File: src/rtl/base32_lenient_decoder_assert.svh
// Assertion macros shared by the base32 lenient decoder RTL.
`ifndef BASE32_LENIENT_DECODER_ASSERT_SVH
`define BASE32_LENIENT_DECODER_ASSERT_SVH

// Same-cycle implication, sampled on the rising clock edge outside reset.
`define B32D_ASSERT_NOW(lbl, ante, cons, msg) \
  lbl: assert property (@(posedge clk_i) disable iff (!rst_ni) (ante) |-> (cons)) \
    else $error(msg);

// Next-cycle implication, sampled on the rising clock edge outside reset.
`define B32D_ASSERT_NEXT(lbl, ante, cons, msg) \
  lbl: assert property (@(posedge clk_i) disable iff (!rst_ni) (ante) |=> (cons)) \
    else $error(msg);

`endif

File: src/rtl/b32d_pkg.sv
// Types and constants shared by the base32 lenient decoder modules.
package b32d_pkg;

  localparam int unsigned SymBits  = 5;
  localparam int unsigned ByteBits = 8;
  localparam int unsigned BufBits  = 7;
  localparam int unsigned CntBits  = 3;
  localparam int unsigned AccBits  = BufBits + SymBits;

  typedef enum logic [1:0] {
    KIND_NUL,
    KIND_SPACE,
    KIND_SYM,
    KIND_BAD
  } kind_e;

  typedef enum logic [1:0] {
    PH_LEAD,
    PH_DATA,
    PH_TRAIL
  } phase_e;

  typedef enum logic [1:0] {
    ST_OK,
    ST_BAD_SYMBOL,
    ST_TRAIL_TEXT
  } status_e;

  typedef struct packed {
    kind_e              kind;
    logic [SymBits-1:0] value;
  } item_t;

  typedef struct packed {
    logic full;
    logic empty;
  } fifo_stat_t;

endpackage

File: src/rtl/b32d_front.sv
// Front end: classifies each character and maps symbols to their 5-bit value.
module b32d_front (
  input  logic [7:0]      char_code_i,
  output b32d_pkg::item_t item_o
);

  logic [7:0] diff_upper;
  logic [7:0] diff_lower;
  logic [7:0] diff_digit;

  assign diff_upper = char_code_i - 8'h41;
  assign diff_lower = char_code_i - 8'h61;
  assign diff_digit = char_code_i - 8'h18;

  always_comb begin
    item_o.kind  = b32d_pkg::KIND_BAD;
    item_o.value = '0;
    if (char_code_i == 8'h00) begin
      item_o.kind = b32d_pkg::KIND_NUL;
    end else if (char_code_i == 8'h20 || (char_code_i >= 8'h09 && char_code_i <= 8'h0D)) begin
      item_o.kind = b32d_pkg::KIND_SPACE;
    end else if (char_code_i >= 8'h41 && char_code_i <= 8'h5A) begin
      item_o.kind  = b32d_pkg::KIND_SYM;
      item_o.value = diff_upper[b32d_pkg::SymBits-1:0];
    end else if (char_code_i >= 8'h61 && char_code_i <= 8'h7A) begin
      item_o.kind  = b32d_pkg::KIND_SYM;
      item_o.value = diff_lower[b32d_pkg::SymBits-1:0];
    end else if (char_code_i >= 8'h32 && char_code_i <= 8'h37) begin
      item_o.kind  = b32d_pkg::KIND_SYM;
      item_o.value = diff_digit[b32d_pkg::SymBits-1:0];
    end else if (char_code_i == 8'h30) begin
      item_o.kind  = b32d_pkg::KIND_SYM;
      item_o.value = 5'd14;
    end else if (char_code_i == 8'h31) begin
      item_o.kind  = b32d_pkg::KIND_SYM;
      item_o.value = 5'd11;
    end else if (char_code_i == 8'h38) begin
      item_o.kind  = b32d_pkg::KIND_SYM;
      item_o.value = 5'd1;
    end else if (char_code_i == 8'h39) begin
      item_o.kind  = b32d_pkg::KIND_SYM;
      item_o.value = 5'd6;
    end
  end

endmodule

File: src/rtl/b32d_fifo.sv
// Short queue of classified characters between the front and back ends.
module b32d_fifo #(
  parameter int unsigned Depth = 2
) (
  input  logic                  clk_i,
  input  logic                  rst_ni,
  input  logic                  push_i,
  input  b32d_pkg::item_t       item_i,
  input  logic                  pop_i,
  output b32d_pkg::item_t       item_o,
  output b32d_pkg::fifo_stat_t  stat_o
);

  localparam int unsigned PtrBits = (Depth > 1) ? $clog2(Depth) : 1;
  localparam int unsigned CntBits = $clog2(Depth + 1);
  localparam logic [PtrBits-1:0] LastPtr = PtrBits'(Depth - 1);
  localparam logic [CntBits-1:0] FullCnt = CntBits'(Depth);

  b32d_pkg::item_t    mem_q [Depth];
  logic [PtrBits-1:0] wr_ptr_q, wr_ptr_d;
  logic [PtrBits-1:0] rd_ptr_q, rd_ptr_d;
  logic [CntBits-1:0] count_q, count_d;

  always_comb begin
    wr_ptr_d = wr_ptr_q;
    rd_ptr_d = rd_ptr_q;
    count_d  = count_q;
    if (push_i) begin
      wr_ptr_d = (wr_ptr_q == LastPtr) ? '0 : wr_ptr_q + 1'b1;
    end
    if (pop_i) begin
      rd_ptr_d = (rd_ptr_q == LastPtr) ? '0 : rd_ptr_q + 1'b1;
    end
    if (push_i && !pop_i) begin
      count_d = count_q + 1'b1;
    end else if (pop_i && !push_i) begin
      count_d = count_q - 1'b1;
    end
  end

  always_ff @(posedge clk_i or negedge rst_ni) begin
    if (!rst_ni) begin
      wr_ptr_q <= '0;
      rd_ptr_q <= '0;
      count_q  <= '0;
    end else begin
      wr_ptr_q <= wr_ptr_d;
      rd_ptr_q <= rd_ptr_d;
      count_q  <= count_d;
    end
  end

  always_ff @(posedge clk_i) begin
    if (push_i) begin
      mem_q[wr_ptr_q] <= item_i;
    end
  end

  assign item_o       = mem_q[rd_ptr_q];
  assign stat_o.full  = (count_q == FullCnt);
  assign stat_o.empty = (count_q == '0);

endmodule

File: src/rtl/b32d_back.sv
// Back end: decoder state, bit packing and the registered result stage.
module b32d_back (
  input  logic                  clk_i,
  input  logic                  rst_ni,
  input  b32d_pkg::fifo_stat_t  stat_i,
  input  b32d_pkg::item_t       item_i,
  output logic                  pop_o,
  output logic                  out_valid_o,
  input  logic                  out_ready_i,
  output logic [7:0]            data_byte_o,
  output logic                  byte_valid_o,
  output logic                  done_res_o,
  output b32d_pkg::status_e     status_o
);

  b32d_pkg::phase_e                 phase_q, phase_d;
  b32d_pkg::status_e                err_q, err_d;
  logic [b32d_pkg::BufBits-1:0]     buf_q, buf_d;
  logic [b32d_pkg::CntBits-1:0]     cnt_q, cnt_d;

  logic                             out_valid_q, out_valid_d;
  logic [7:0]                       data_q, data_d;
  logic                             bvalid_q, bvalid_d;
  logic                             done_q, done_d;
  b32d_pkg::status_e                status_q, status_d;

  logic [b32d_pkg::CntBits:0]       cnt_sum;
  logic [b32d_pkg::CntBits:0]       cnt_rem_w;
  logic [b32d_pkg::CntBits-1:0]     cnt_rem;
  logic [b32d_pkg::AccBits-1:0]     acc;
  logic [b32d_pkg::AccBits-1:0]     acc_shift;
  logic [b32d_pkg::BufBits-1:0]     rem_mask;
  logic                             take_sym;
  logic                             byte_full;

  assign pop_o     = !stat_i.empty && (!out_valid_q || out_ready_i);
  assign cnt_sum   = {1'b0, cnt_q} + (b32d_pkg::CntBits + 1)'(b32d_pkg::SymBits);
  assign cnt_rem_w = cnt_sum - (b32d_pkg::CntBits + 1)'(b32d_pkg::ByteBits);
  assign cnt_rem   = cnt_rem_w[b32d_pkg::CntBits-1:0];
  assign acc       = {buf_q, item_i.value};
  assign acc_shift = acc >> cnt_rem;
  assign rem_mask  = (b32d_pkg::BufBits'(1) << cnt_rem) - 1'b1;
  assign byte_full = (cnt_sum >= (b32d_pkg::CntBits + 1)'(b32d_pkg::ByteBits));
  assign take_sym  = pop_o && (item_i.kind == b32d_pkg::KIND_SYM)
                     && (err_q == b32d_pkg::ST_OK) && (phase_q != b32d_pkg::PH_TRAIL);

  always_comb begin
    phase_d = phase_q;
    err_d   = err_q;
    buf_d   = buf_q;
    cnt_d   = cnt_q;
    if (pop_o) begin
      unique case (item_i.kind)
        b32d_pkg::KIND_NUL: begin
          phase_d = b32d_pkg::PH_LEAD;
          err_d   = b32d_pkg::ST_OK;
          buf_d   = '0;
          cnt_d   = '0;
        end
        b32d_pkg::KIND_SPACE: begin
          if (phase_q == b32d_pkg::PH_DATA) begin
            phase_d = b32d_pkg::PH_TRAIL;
          end
        end
        b32d_pkg::KIND_SYM: begin
          if (err_q == b32d_pkg::ST_OK) begin
            if (phase_q == b32d_pkg::PH_TRAIL) begin
              err_d = b32d_pkg::ST_TRAIL_TEXT;
            end else begin
              phase_d = b32d_pkg::PH_DATA;
              if (byte_full) begin
                buf_d = acc[b32d_pkg::BufBits-1:0] & rem_mask;
                cnt_d = cnt_rem;
              end else begin
                buf_d = acc[b32d_pkg::BufBits-1:0];
                cnt_d = cnt_sum[b32d_pkg::CntBits-1:0];
              end
            end
          end
        end
        b32d_pkg::KIND_BAD: begin
          if (err_q == b32d_pkg::ST_OK) begin
            err_d = (phase_q == b32d_pkg::PH_TRAIL) ? b32d_pkg::ST_TRAIL_TEXT
                                                    : b32d_pkg::ST_BAD_SYMBOL;
          end
        end
        default: begin
          err_d = err_q;
        end
      endcase
    end
  end

  always_comb begin
    out_valid_d = out_valid_q && !out_ready_i;
    data_d      = data_q;
    bvalid_d    = bvalid_q;
    done_d      = done_q;
    status_d    = status_q;
    if (pop_o && item_i.kind == b32d_pkg::KIND_NUL) begin
      out_valid_d = 1'b1;
      data_d      = '0;
      bvalid_d    = 1'b0;
      done_d      = 1'b1;
      status_d    = err_q;
    end else if (take_sym && byte_full) begin
      out_valid_d = 1'b1;
      data_d      = acc_shift[7:0];
      bvalid_d    = 1'b1;
      done_d      = 1'b0;
      status_d    = b32d_pkg::ST_OK;
    end
  end

  always_ff @(posedge clk_i or negedge rst_ni) begin
    if (!rst_ni) begin
      phase_q     <= b32d_pkg::PH_LEAD;
      err_q       <= b32d_pkg::ST_OK;
      buf_q       <= '0;
      cnt_q       <= '0;
      out_valid_q <= 1'b0;
    end else begin
      phase_q     <= phase_d;
      err_q       <= err_d;
      buf_q       <= buf_d;
      cnt_q       <= cnt_d;
      out_valid_q <= out_valid_d;
    end
  end

  always_ff @(posedge clk_i) begin
    data_q   <= data_d;
    bvalid_q <= bvalid_d;
    done_q   <= done_d;
    status_q <= status_d;
  end

  assign out_valid_o  = out_valid_q;
  assign data_byte_o  = data_q;
  assign byte_valid_o = bvalid_q;
  assign done_res_o   = done_q;
  assign status_o     = status_q;

endmodule

File: src/rtl/base32_lenient_decoder.sv
// Top level of the lenient base32 stream decoder.
// The slave stream takes one character per request in s_axis_tdata_i; a NUL
// ends the string and re-arms the decoder for the next one.
// The master stream returns one result per completed byte or per NUL:
// tdata carries the decoded byte and the two-bit status, tuser flags a
// byte result and tlast marks the end-of-string result with its status.
// Spaces and symbols that complete no byte produce no result.
// Throughput is one character per cycle while the receiver takes results,
// set by the combinational symbol lookup in the front end and the bit packer
// in the back end. An accepted character is written into the queue register,
// and its result is then held in the output register.
// When the receiver stalls, the output register holds its result, the
// queue absorbs up to QueueDepth characters, and then s_axis_tready_o
// drops until the result is taken.
// Reset empties the queue and the output register and returns the decoder
// to its leading-whitespace state with no error latched.
module base32_lenient_decoder #(
  parameter int unsigned QueueDepth = 2
) (
  input  logic        clk_i,
  input  logic        rst_ni,
  input  logic        s_axis_tvalid_i,
  output logic        s_axis_tready_o,
  input  logic [7:0]  s_axis_tdata_i,   // [7:0] char_code
  output logic        m_axis_tvalid_o,
  input  logic        m_axis_tready_i,
  output logic [15:0] m_axis_tdata_o,   // [7:0] data_byte, [9:8] status, [15:10] zero
  output logic        m_axis_tuser_o,   // [0] byte_valid
  output logic        m_axis_tlast_o    // done_res
);

  b32d_pkg::item_t      front_item;
  b32d_pkg::item_t      queue_item;
  b32d_pkg::fifo_stat_t queue_stat;
  b32d_pkg::status_e    status;
  logic                 push;
  logic                 pop;
  logic [7:0]           data_byte;

  b32d_front u_front (
    .char_code_i (s_axis_tdata_i),
    .item_o      (front_item)
  );

  assign s_axis_tready_o = !queue_stat.full;
  assign push            = s_axis_tvalid_i && !queue_stat.full;

  b32d_fifo #(
    .Depth (QueueDepth)
  ) u_fifo (
    .clk_i  (clk_i),
    .rst_ni (rst_ni),
    .push_i (push),
    .item_i (front_item),
    .pop_i  (pop),
    .item_o (queue_item),
    .stat_o (queue_stat)
  );

  b32d_back u_back (
    .clk_i        (clk_i),
    .rst_ni       (rst_ni),
    .stat_i       (queue_stat),
    .item_i       (queue_item),
    .pop_o        (pop),
    .out_valid_o  (m_axis_tvalid_o),
    .out_ready_i  (m_axis_tready_i),
    .data_byte_o  (data_byte),
    .byte_valid_o (m_axis_tuser_o),
    .done_res_o   (m_axis_tlast_o),
    .status_o     (status)
  );

  assign m_axis_tdata_o = {6'd0, status, data_byte};

`include "base32_lenient_decoder_assert.svh"

  `B32D_ASSERT_NOW(a_pop_not_empty, pop, !queue_stat.empty, "pop from an empty queue")
  `B32D_ASSERT_NOW(a_stat_excl, 1'b1, !(queue_stat.full && queue_stat.empty),
                   "queue reports full and empty")
  `B32D_ASSERT_NOW(a_result_kind, m_axis_tvalid_o, !(m_axis_tuser_o && m_axis_tlast_o),
                   "result is both a byte and an end of string")
  `B32D_ASSERT_NEXT(a_stall_no_pop, m_axis_tvalid_o && !m_axis_tready_i,
                    m_axis_tvalid_o, "stalled result dropped")

endmodule
File: config.mk
export PLATFORM = sky130hd
export DESIGN_NAME = base32_lenient_decoder
export DESIGN_NICKNAME = d
export VERILOG_FILES = /design/src/rtl/b32d_pkg.sv /design/src/rtl/b32d_front.sv /design/src/rtl/b32d_fifo.sv /design/src/rtl/b32d_back.sv /design/src/rtl/base32_lenient_decoder.sv
export VERILOG_INCLUDE_DIRS = /design/src /design/src/rtl
export SDC_FILE = /design/constraint.sdc
export NUM_CORES = 1
export LEC_CHECK = 0
export BUFFER_PORTS_ARGS = -buffer_cell sky130_fd_sc_hd__buf_2
export CAP_MARGIN = 20
export CORE_MARGIN = 2
export CORE_UTILIZATION = 45
export CTS_CLUSTER_DIAMETER = 50
export CTS_CLUSTER_SIZE = 28
export DETAILED_ROUTE_END_ITERATION = 12
export PLACE_DENSITY = 0.66
export SLEW_MARGIN = 10
export SYNTH_ARGS = -nofsm -noshare
export SYNTH_HDL_FRONTEND = slang
export SYNTH_SLANG_ARGS = --single-unit
File: constraint.sdc
create_clock -name clk_i -period 2.55 [get_ports clk_i]
set_clock_uncertainty 0.15 [all_clocks]
set_input_delay 0.3825 -clock clk_i [delete_from_list [all_inputs] [get_ports clk_i]]
set_output_delay 0.3825 -clock clk_i [all_outputs]
set_load 0.03 [all_outputs]
==> results of run 1 <==
[through the flow]
| stage | instance area [um2] | power, uW | setup WS, ns | utilization | hold WS, ns |
|---|---|---|---|---|---|
| global placement | 3040 | 2250 | 0.267 | 0.508 | 0.208 |
| CTS | 3140 | 2730 | 0.289 | 0.524 | 0.192 |
| finish | 3140 | 2720 | 0.286 | 0.524 | 0.206 |
| global route | 3140 | 2910 | 0.160 | 0.524 | 0.196 |
| floorplan | 2870 | 2000 | 0.00517 | - | -0.0631 |
| detailed placement | 3040 | 2270 | 0.229 | 0.508 | 0.216 |
[path summary, 6_finish.rpt]
path,cells after the start,from,endpoint
worst max register to register,6,u_back.cnt_q[1],u_back.data_byte_o[5]
worst max-delay path,6,u_back.cnt_q[1],u_back.data_byte_o[5]
worst min-delay path,3,m_axis_tready_i,u_back.out_valid_o
max in group asynchronous,2,rst_ni,u_back.cnt_q[1]
worst min register to register,2,u_back.data_byte_o[2],u_back.data_byte_o[2]
min in group asynchronous,2,rst_ni,u_fifo.wr_ptr_q
[where the power goes]
part	switching [uW]	total (uW)	internal, uW
logic	693	1190	495
clock network	256	451	195
registers	141	1080	935
total	1090	2720	1620
[flip-flops by register name (all words and copies together) (netlist names)]
signal	flops
u_back.buf_q	7
u_back.byte_valid_o	1
u_back.cnt_q	3
u_back.data_byte_o	8
u_back.done_res_o	1
u_back.err_q	2
u_back.out_valid_o	1
u_back.phase_q	2
u_back.status_o	2
u_fifo.count_q	2
u_fifo.mem_q	14
u_fifo.rd_ptr_q	1
u_fifo.wr_ptr_q	1
[per-layer routing]
metal  GRT usage  vias up  share of wire
li1            -     1107              -
met1       0.210     1056           0.45
met2       0.287       62           0.49
met3      0.0338       16          0.036
met4      0.0805        0          0.030
met5           0        -              0
[logic make-up after synthesis]
family          count (synthesis)  synth area share
mux                            23             0.113
compound gates                 73             0.167
xor+xnor                        9            0.0278
buf+inv                        34            0.0582
fa+ha+maj                      13            0.0573
simple gates                   95             0.168
flops                          45             0.408
other cells                     1           0.00132
[timing repair]
item / CTS / global route
hold buffers: 1 / 0
endpoints found under the hold margin: 19 / 0
buffers inserted: 0 / 0
[worst max-delay path, cell delays in order, from the launching register on]
cell and delay (ns):
sky130_fd_sc_hd__dfrtp_1 0.40, sky130_fd_sc_hd__inv_1 0.11, sky130_fd_sc_hd__ha_1 0.48, sky130_fd_sc_hd__mux2_2 0.40, sky130_fd_sc_hd__mux4_2 0.47, sky130_fd_sc_hd__nor2_1 0.11
sky130_fd_sc_hd__nor3_1 0.05
[final cells by class]
| cell class | instances | area, um2 |
|---|---|---|
| well taps | 75 | 93.8 |
| inverters | 16 | 60.1 |
| fillers | 543 | 2850 |
| flip-flops and latches | 45 | 1160 |
| multi-input cells | 219 | 1550 |
| clock inverters | 3 | 21.3 |
| clock buffers | 5 | 68.8 |
| repair buffers | 34 | 195 |
[layout by cell type, fill, tap and decap left out, types with 5 or more instances in the layout]
| cell type | instances |
|---|---|
| sky130_fd_sc_hd__conb_1 | 6 |
| sky130_fd_sc_hd__clkbuf_8 | 5 |
| sky130_fd_sc_hd__a21oi_1 | 16 |
| sky130_fd_sc_hd__buf_4 | 8 |
| sky130_fd_sc_hd__o211ai_1 | 5 |
| sky130_fd_sc_hd__nand2_1 | 31 |
| sky130_fd_sc_hd__nor2_1 | 21 |
| sky130_fd_sc_hd__nor3_1 | 9 |
| sky130_fd_sc_hd__o21ai_0 | 20 |
| sky130_fd_sc_hd__edfxtp_1 | 16 |
| sky130_fd_sc_hd__mux2_2 | 7 |
| sky130_fd_sc_hd__mux2i_1 | 7 |
| sky130_fd_sc_hd__inv_1 | 15 |
| sky130_fd_sc_hd__xnor2_1 | 6 |
| sky130_fd_sc_hd__ha_1 | 12 |
| sky130_fd_sc_hd__dfrtp_1 | 19 |
| sky130_fd_sc_hd__nor2b_1 | 5 |
| sky130_fd_sc_hd__nand2b_1 | 6 |
| sky130_fd_sc_hd__nand3_1 | 10 |
| sky130_fd_sc_hd__dfxtp_1 | 10 |
| sky130_fd_sc_hd__buf_2 | 25 |
==> run summary, run 1 <==
The netlist area before placement is between 2000 and 3000 um2. The synthesized instance count came out at ~290. The final clock period utilization by the worst path came out at 0.888. The starting DRC count in detailed routing is between 150 and 200. In the post-synthesis netlist, the biggest area contributors are sky130_fd_sc_hd__edfxtp_1, sky130_fd_sc_hd__dfrtp_1, sky130_fd_sc_hd__dfxtp_1. For this run, the register share of the synthesized area comes to 0.408.

The synthesized design spends more area on one cell type than any other, namely sky130_fd_sc_hd__edfxtp_1. The wire-length estimate of the detail-placed layout is 4.42 mm. The share of synthesized flip-flops with an asynchronous set or reset is 0.422. In this run the mean area of a mapped cell was 9.68 um2. The share of synthesized area in the top cell type comes to 0.169.

The via count of the first global-routing pass came out at 2126. Summed over all layers, the global routing overflow is 0. The first-pass GRT wire length is 9.84 mm. The total leakage power came out at ~0.0013 uW. The routed wirelength normalized by instance count is 14.6 um.

Among all flip-flop cells after synthesis, the most frequent one is sky130_fd_sc_hd__dfrtp_1. The dominant cell by count in the synthesized netlist is sky130_fd_sc_hd__nand2_1. The count of cell types in the netlist is 56.

The final count of negative-setup-slack endpoints came out at 0. The standard cell core area is 5990 um2. The die covers approximately 7000 um2. The worst path required time is ~2.6 ns. At the later pin of the worst-skew pair, clock insertion delay measures 0.31 ns. The number of buffers inserted by port buffering is 25.

The worst-margin pin slew is 0.765 ns. The floorplan step set the die height to 83.4 um. The number of diodes came out at 0.

The number of maximum-capacitance violations is 0. For this block, the routed nets add up to 5.81 mm of wire. The fraction of layout cells with a size suffix above 1 came out at 0.193.

The total routing usage reported by global routing came out at 0.171. The number of flops mapped to enable cells by yosys came out at 16. The row count came out at 28. The number of gates resized after CTS came out at 0. The Yosys warning count is 0. Routability-driven placement finished with a final weighted congestion of 0.895.

Based on the critical path, the design can be clocked at up to 442 MHz. The total count of max-transition violations in the final report is 0. The signal arrival time at the worst endpoint came out at around 2.3 ns. The count of antenna-violating nets left after detailed routing is 0. The DRC violations left is 0. The register bit count reported by yosys is 45. For this design, the sink count on the clock tree is 45.

The routed via count is 2241. Clock-pin slew was measured on the worst setup and hold paths at ~0.090 ns. The initial antenna violation count is 0. The count of endpoints failing hold in the final timing report is 0. The initial utilization of the core area, before any placement, comes to 0.473. The critical path is of the reg2reg type. The maximum fanout count along the critical path is 9. In this run the deepest clock path goes through 2 buffers. From synthesis to final layout, the design area changed by 10.8%. The power density over the cells is 864 nW/um2.

Setup repair after global routing left no endpoint under its margin. The largest voltage drop on the vdd net is a little under 0.0004 V. TritonCTS built the clock tree. After routing, the total negative slack on setup checks comes to 0 ns. After detailed routing, the number of vias per cell comes to 5.64. The width of the chip came out at 83.4 um. The min-delay analysis places its worst path in the category in2reg. The count of TritonRoute iterations in the first routing pass is 4. The worst setup path is launched from a register. The number of placed I/O pins came out at 32.

The minimum clock period after layout came out at 2.26 ns. The setup slack on the worst flop-to-flop path came out at 0.29 ns. The final instance count without filler cells came out at 397.

The worst pin sits at a relative slew slack of 0.487. The run finished with clean final reports. The commonest cells after synthesis are sky130_fd_sc_hd__nand2_1, sky130_fd_sc_hd__nor2_1, sky130_fd_sc_hd__o21ai_0, sky130_fd_sc_hd__dfrtp_1. The buffer type at the clock tree root is sky130_fd_sc_hd__clkbuf_8. The worst setup path is captured at a register. Counting tap cells, the placed design contains a total of roughly 390 instances. The final net count came out at 346. The maximum number of pins on one net before global-route repair is 24. The number of buffers inserted during clock tree synthesis came out at 5.

The H-tree level count came out at 2.
Power figures use the tool's default switching activity.
==> inputs of run 2 (changes only) <==
--- a/config.mk
+++ b/config.mk
@@ -9,11 +9,12 @@
 export BUFFER_PORTS_ARGS = -buffer_cell sky130_fd_sc_hd__buf_2
 export CAP_MARGIN = 20
 export CORE_MARGIN = 2
-export CORE_UTILIZATION = 45
+export CORE_UTILIZATION = 53
 export CTS_CLUSTER_DIAMETER = 50
 export CTS_CLUSTER_SIZE = 28
 export DETAILED_ROUTE_END_ITERATION = 12
-export PLACE_DENSITY = 0.66
+export GPL_TIMING_DRIVEN = 0
+export PLACE_DENSITY = 0.76
 export SLEW_MARGIN = 10
 export SYNTH_ARGS = -nofsm -noshare
 export SYNTH_HDL_FRONTEND = slang
==> run summary, run 2 (synthesis gave the netlist of run 1 again) <==
The flow ran to the end, and the final reports show no timing, DRC or antenna violations. The power density over the cells is 857 nW/um2 (-0.84%). The number of flip-flops in the largest register came out at 14 (unchanged). The total routing usage reported by global routing came to 0.213 (+0.0415). The worst path required time came to 2.61 ns (about the same).

The worst slew margin relative to its limit is 0.575 (+0.0878). TritonCTS built the clock tree. The final count of negative-setup-slack endpoints came to 0 (unchanged). The area growth from synthesis to layout is 16.2%.

The buffer type at the clock tree root is sky130_fd_sc_hd__clkbuf_8. The instance area after placement was 3090 um2 (+1.4%). The height of the chip is 77.2 um (-7.5%). The number of buffers inserted by port buffering came out at 25 (unchanged). The post-detailed-route via-to-cell ratio is 5.64 (about the same). The fmax came out at 410 MHz (-7.3%).

STA classifies the critical path endpoint as a register. The count of TritonRoute iterations in the first routing pass came to 4 (unchanged). The final clock period utilization by the worst path came out at 0.957 (+0.0696). The starting DRC count in detailed routing is 124 (-18%).

The weighted congestion reported at the end of routability-driven placement came out at 0.857 (-4.3%). The total area of multi-input combinational cells is 1580 um2 (+2.1%). The maximum clock insertion buffer count is 2 (unchanged). The path class of the tightest hold or removal check is in2reg.

The total routed wirelength came out at 6.29 mm (+8.2%). The latest clock arrival within the worst-skew pair is 0.30 ns (about the same). The number of diodes came out at 0 (unchanged). The register with the most flip-flops in the final layout is u_fifo.mem_q. The signal arrival time at the worst endpoint is 2.50 ns (+0.18 ns). The number of fillers in the final layout is 452 (-17%). The footprint of the flip-flops and latches came to 1160 um2 (+0.11%). The power consumption is 2820 uW (+4.0%).

STA classifies the critical path startpoint as a register. The final cell utilization of the core is 0.641 (+0.117). The clock slew at the register clock pins of the worst setup and hold paths is 0.10 ns (about the same). The number of placed I/O pins was 32 (unchanged). The final net count is 362 (+4.6%). The standard cell core area is 5140 um2 (-14%). The initial antenna violation count was 0 (unchanged). The effective utilization at floorplan came out at 0.552 (+0.0784).

The DRC violations left came out at 0 (unchanged). The maximum fanout count along the critical path came out at 10 (+1). The post-route cell area is 3300 um2 (+4.9%).

The row count is 26 (-7.1%). The setup path with the least slack is of type reg2reg. The detailed placer's ending HPWL was 4.50 mm (+1.8%). Leaving out fill and tap cells, the most frequent cell in the layout is sky130_fd_sc_hd__nand2_1. The worst-margin pin slew came out at 0.633 ns (-0.132 ns). The number of maximum-capacitance violations is 0 (unchanged).

The routed wirelength normalized by instance count came out at 15.4 um (+5.3%). The fraction of layout cells with a size suffix above 1 came out at 0.237 (+0.0441). The routed via count came out at 2303 (+2.8%). The first-pass GRT wire length came out at 10.1 mm (+3.0%). Setup repair after global routing left no endpoint under its margin. The count of clock tree sinks is 45 (unchanged). The total count of max-transition violations in the final report came out at 0 (unchanged).

The H-tree level count was 2 (unchanged). The via count of the first global-routing pass is 2145 (+0.89%). The maximum number of pins on one net before global-route repair is 20 (-17%). The largest voltage drop on the vdd net came out at 0.000404 V (+1.6%). The total leakage power is 0.00140 uW (+6.4%). In the layout the commonest cells are sky130_fd_sc_hd__nand2_1, sky130_fd_sc_hd__buf_2, sky130_fd_sc_hd__nor2_1, sky130_fd_sc_hd__o21ai_0, sky130_fd_sc_hd__dfrtp_1. The setup TNS after final layout came out at 0 ns (unchanged). The sum of overflow across all layers after global routing is 0 (unchanged). The count of antenna-violating nets left after detailed routing is 0 (unchanged). The overall die area came out at 5950 um2 (-14%). The width of the chip came out at 77.2 um (-7.5%). The count of endpoints failing hold in the final timing report is 0 (unchanged). The minimum clock period after layout came to 2.44 ns (+0.177 ns). The number of buffers inserted during clock tree synthesis is 5 (unchanged).
[run 2: cell count changes in the layout (fill, tap and decap cells not counted), sizes merged]
cell / change
clkbuf: +4
buf: +12
[run 2: where the power goes]
group          internal (uW)  switching [uW]
Sequential               936             142
Combinational            557             731
Clock                    195             263
Total                   1690            1140
[run 2: worst paths after layout]
check                      slack, ns         startpoint                  to  depth (start not counted)
max                             0.11    u_back.cnt_q[1]     u_back.buf_q[4]                         11
min                             0.20    m_axis_tready_i  u_back.out_valid_o                          3
max reg2reg                     0.11    u_back.cnt_q[1]     u_back.buf_q[4]                         11
min reg2reg                     0.31  u_back.done_res_o   u_back.done_res_o                          2
max in group asynchronous       1.44             rst_ni     u_back.cnt_q[0]                          2
min in group asynchronous       0.43             rst_ni     u_back.buf_q[1]                          2
[run 2: per-layer routing]
| metal | share of wire | GRT usage | vias to the layer above |
|---|---|---|---|
| met5 | 0 | 0 | - |
| met4 | 0.019 | 0.0768 | 0 |
| met3 | 0.042 | 0.0459 | 12 |
| met2 | 0.51 | 0.370 | 66 |
| met1 | 0.42 | 0.258 | 1082 |
| li1 | - | - | 1143 |
[run 2: area by class of cell]
class / instances / share of cell area
clock inverters: 3 / 0.00645
inverters: 16 / 0.0186
multi-input cells: 219 / 0.479
plain buffers: 18 / 0.0425
repair buffers: 32 / 0.0547
well taps: 70 / 0.0266
flip-flops and latches: 45 / 0.351
clock buffers: 5 / 0.0209
[run 2: stage by stage]
| step | worst slack (ns) | std cells | hold WS [ns] |
|---|---|---|---|
| 3_3_place_gp | -0.254 | 393 | 0.214 |
| 2_1_floorplan | 0.00517 | 298 | -0.0631 |
| 5_1_grt | 0.0165 | 408 | 0.242 |
| 4_1_cts | 0.0185 | 403 | 0.196 |
| 6_report | 0.109 | 408 | 0.204 |
| 3_5_place_dp | -0.315 | 393 | 0.214 |
[run 2: critical path, stage by stage (launching register included)]
cell	delay (ns)
sky130_fd_sc_hd__dfrtp_1	0.44
sky130_fd_sc_hd__ha_4	0.20
sky130_fd_sc_hd__ha_4	0.23
sky130_fd_sc_hd__clkbuf_16	0.17
sky130_fd_sc_hd__buf_8	0.13
sky130_fd_sc_hd__nand2b_4	0.15
sky130_fd_sc_hd__ha_4	0.17
sky130_fd_sc_hd__buf_4	0.13
sky130_fd_sc_hd__o21ai_1	0.09
sky130_fd_sc_hd__xor2_1	0.15
sky130_fd_sc_hd__nand2_1	0.06
sky130_fd_sc_hd__a32o_1	0.26
[run 2: what timing repair did]
action	4_1_cts	5_1_grt
hold buffers	1	0
cloned	0	0
pin swaps	1	6
buffers inserted	1	5
resized for setup	10	5
setup endpoints to repair	6	3
endpoints found under the hold margin	19	0
==> inputs of run 3 (changes only) <==
--- a/config.mk
+++ b/config.mk
@@ -7,7 +7,7 @@
 export NUM_CORES = 1
 export LEC_CHECK = 0
 export BUFFER_PORTS_ARGS = -buffer_cell sky130_fd_sc_hd__buf_2
-export CAP_MARGIN = 20
+export CAP_MARGIN = 0
 export CORE_MARGIN = 2
 export CORE_UTILIZATION = 53
 export CTS_CLUSTER_DIAMETER = 50
==> constraint.sdc (replaced) <==
create_clock -name clk_i -period 2.1 [get_ports clk_i]
set_clock_uncertainty 0.15 [all_clocks]
set_input_delay 0.21 -clock clk_i [delete_from_list [all_inputs] [get_ports clk_i]]
set_output_delay 0.21 -clock clk_i [all_outputs]
set_load 0.03 [all_outputs]
==> run summary, run 3 (synthesis gave the netlist of run 1 again) <==
The final count of negative-setup-slack endpoints came out at 2 (+2). The effective utilization at floorplan is 0.552 (unchanged). The sum of overflow across all layers after global routing came to 0 (unchanged). The starting DRC count in detailed routing came out at 138 (+11%).

The post-detailed-route via-to-cell ratio is 5.62 (-0.35%). Traced cell by cell, the critical path runs through buf_6 > clkinv_8 > ha_4 > mux2_4 > mux4_2 > nor2_2 > nor3_1. STA classifies the critical path startpoint as a register. The clock slew at the register clock pins of the worst setup and hold paths came out at 0.09 ns (about the same).

The count of clock tree sinks is 45 (unchanged). The maximum clock insertion buffer count was 2 (unchanged). The tightest min-delay check is of the in2reg type.

The total count of max-transition violations in the final report is 0 (unchanged). The buffer type at the clock tree root is sky130_fd_sc_hd__clkbuf_8. The fraction of layout cells with a size suffix above 1 came out at 0.277 (+0.0403). The final net count came out at 367 (+1.4%). The count of antenna-violating nets left after detailed routing came to 0 (unchanged). The worst path required time is 2.15 ns (-0.46 ns). The routed via count came out at 2323 (+0.87%). The width of the chip is 77.2 um (unchanged). The minimum clock period after layout came out at 2.16 ns (-0.278 ns). The flow ran to the end, but the final reports show violations. The total leakage power came out at 0.00142 uW (+1.3%).

The number of diodes is 0 (unchanged). The setup TNS after final layout came out at -0.0694 ns (-0.0694 ns). The worst setup path is captured at a register. The latest clock arrival within the worst-skew pair came out at 0.30 ns (about the same). The signal arrival time at the worst endpoint is 2.21 ns (-0.29 ns). The number of placed I/O pins is 32 (unchanged). The minimum setup slack in the final design came out at -0.0630 ns (-0.172 ns). The number of maximum-capacitance violations is 0 (unchanged). The count of endpoints failing hold in the final timing report came out at 0 (unchanged). The largest voltage drop on the vdd net came out at 0.000483 V (+20%).

The number of buffers inserted during clock tree synthesis is 5 (unchanged). The critical path is of the reg2reg type. The routed wirelength normalized by instance count is 14.6 um (-5.5%). The fmax came out at 462 MHz (+13%). On the critical path, the stage with the largest delay is an instance of sky130_fd_sc_hd__mux4_2. The DRC violations left came out at 0 (unchanged). The top cell types in the final layout, fill and taps aside, are sky130_fd_sc_hd__nand2_1, sky130_fd_sc_hd__buf_2, sky130_fd_sc_hd__nor2_1, sky130_fd_sc_hd__o21ai_0. The row count came out at 26 (unchanged). Setup repair after global routing could not meet its margin everywhere. The final clock period utilization by the worst path is 1.03 (+0.0727).

The maximum fanout count along the critical path was 7 (-3). The first-pass GRT wire length is 9.80 mm (-3.3%). The area growth from synthesis to final layout came out at 19.3%. The clock tree from TritonCTS is built.

The count of TritonRoute iterations in the first routing pass is 4 (unchanged). The count of placed standard cells including taps is 393 (unchanged). The total routing usage reported by global routing came to 0.206 (-0.00666). The worst-margin pin slew is 0.628 ns (-0.00500 ns). The via count of the first global-routing pass came to 2132 (-0.61%). The checks that failed: setup timing. The power density over the cells is 1030 nW/um2 (+20%). The initial antenna violation count came to 0 (unchanged).

The worst slew margin relative to its limit is 0.578 (+0.00336). The number of flip-flops in the largest register is 14 (unchanged). The total routed wirelength was 6.01 mm (-4.3%).

The height of the chip came out at 77.2 um (unchanged). The weighted congestion reported at the end of routability-driven placement came to 0.862 (+0.60%). The overall die area is 5950 um2 (unchanged).

The standard cell core area came out at 5140 um2 (unchanged). The final instance count without filler cells came out at 413 (+1.2%). The maximum number of pins on one net before global-route repair was 20 (unchanged). More flip-flops sit in one register than any other, and that register is u_fifo.mem_q. The detailed placer's ending HPWL is 4.33 mm (-3.7%). The number of buffers inserted by port buffering came out at 25 (unchanged). The H-tree level count is 2 (unchanged).

The worst hold margin is 0.0588 ns (-0.145 ns). The maximum single-stage delay on the critical path is 0.49 ns (+0.05 ns). The library cell used most frequently in the layout, excluding fill and tap cells, is sky130_fd_sc_hd__nand2_1.
run 3: what timing repair did:
| item | in CTS | in global routing |
|---|---|---|
| buffers inserted | 12 | 2 |
| hold endpoints to repair | 19 | 0 |
| pin swaps | 10 | 9 |
| hold buffers | 1 | 0 |
| setup endpoints to repair | 13 | 14 |
| resized for setup | 16 | 5 |
run 3: critical path: cells and delay by family (launching register included):
| kind | cells | cell delay [ns] |
|---|---|---|
| buffers and inverters | 2 | 0.22 |
| adders and majority gates | 1 | 0.33 |
| DFF | 1 | 0.42 |
| and+or+nand+nor | 2 | 0.15 |
| muxes | 2 | 0.81 |
run 3: area by class of cell:
type,count,area [um2]
repair buffers,40,248
clock buffers,5,68.8
clock inverters,3,21.3
well taps,70,87.6
plain buffers,15,103
fillers,424,1760
flip-flops and latches,45,1160
multi-input cells,219,1630
inverters,16,72.6
run 3: metrics by stage:
step                setup slack (ns)   util  total power, uW  area (um2)
floorplan                     -0.257      -             2480        2930
global placement              -0.446  0.612             2770        3150
detailed placement            -0.457  0.612             2810        3150
CTS                           -0.173  0.661             3490        3400
global route                  -0.116  0.658             3710        3380
finish                       -0.0630  0.658             3480        3380
run 3: final timing paths:
check | from | end | slack, ns | cells after the start
max in group asynchronous | rst_ni | u_back.cnt_q[0] | 1.21 | 2
min in group asynchronous | rst_ni | u_back.buf_q[2] | 0.23 | 2
max reg2reg | u_back.cnt_q[0] | u_back.data_byte_o[5] | -0.06 | 7
min reg2reg | u_back.done_res_o | u_back.done_res_o | 0.29 | 2
min | m_axis_tready_i | u_back.out_valid_o | 0.06 | 3
max | u_back.cnt_q[0] | u_back.data_byte_o[5] | -0.06 | 7
run 3: layer usage:
metal / wire length (um) / GRT usage
met3: 314 / 0.0424
met2: 3000 / 0.361
met5: 0 / 0
met1: 2570 / 0.249
met4: 128 / 0.0750
run 3: power breakdown:
part / internal (uW) / total [uW] / switching (uW)
Clock: 237 / 540 / 303
Sequential: 1140 / 1300 / 162
Combinational: 726 / 1640 / 914
Total: 2100 / 3480 / 1380
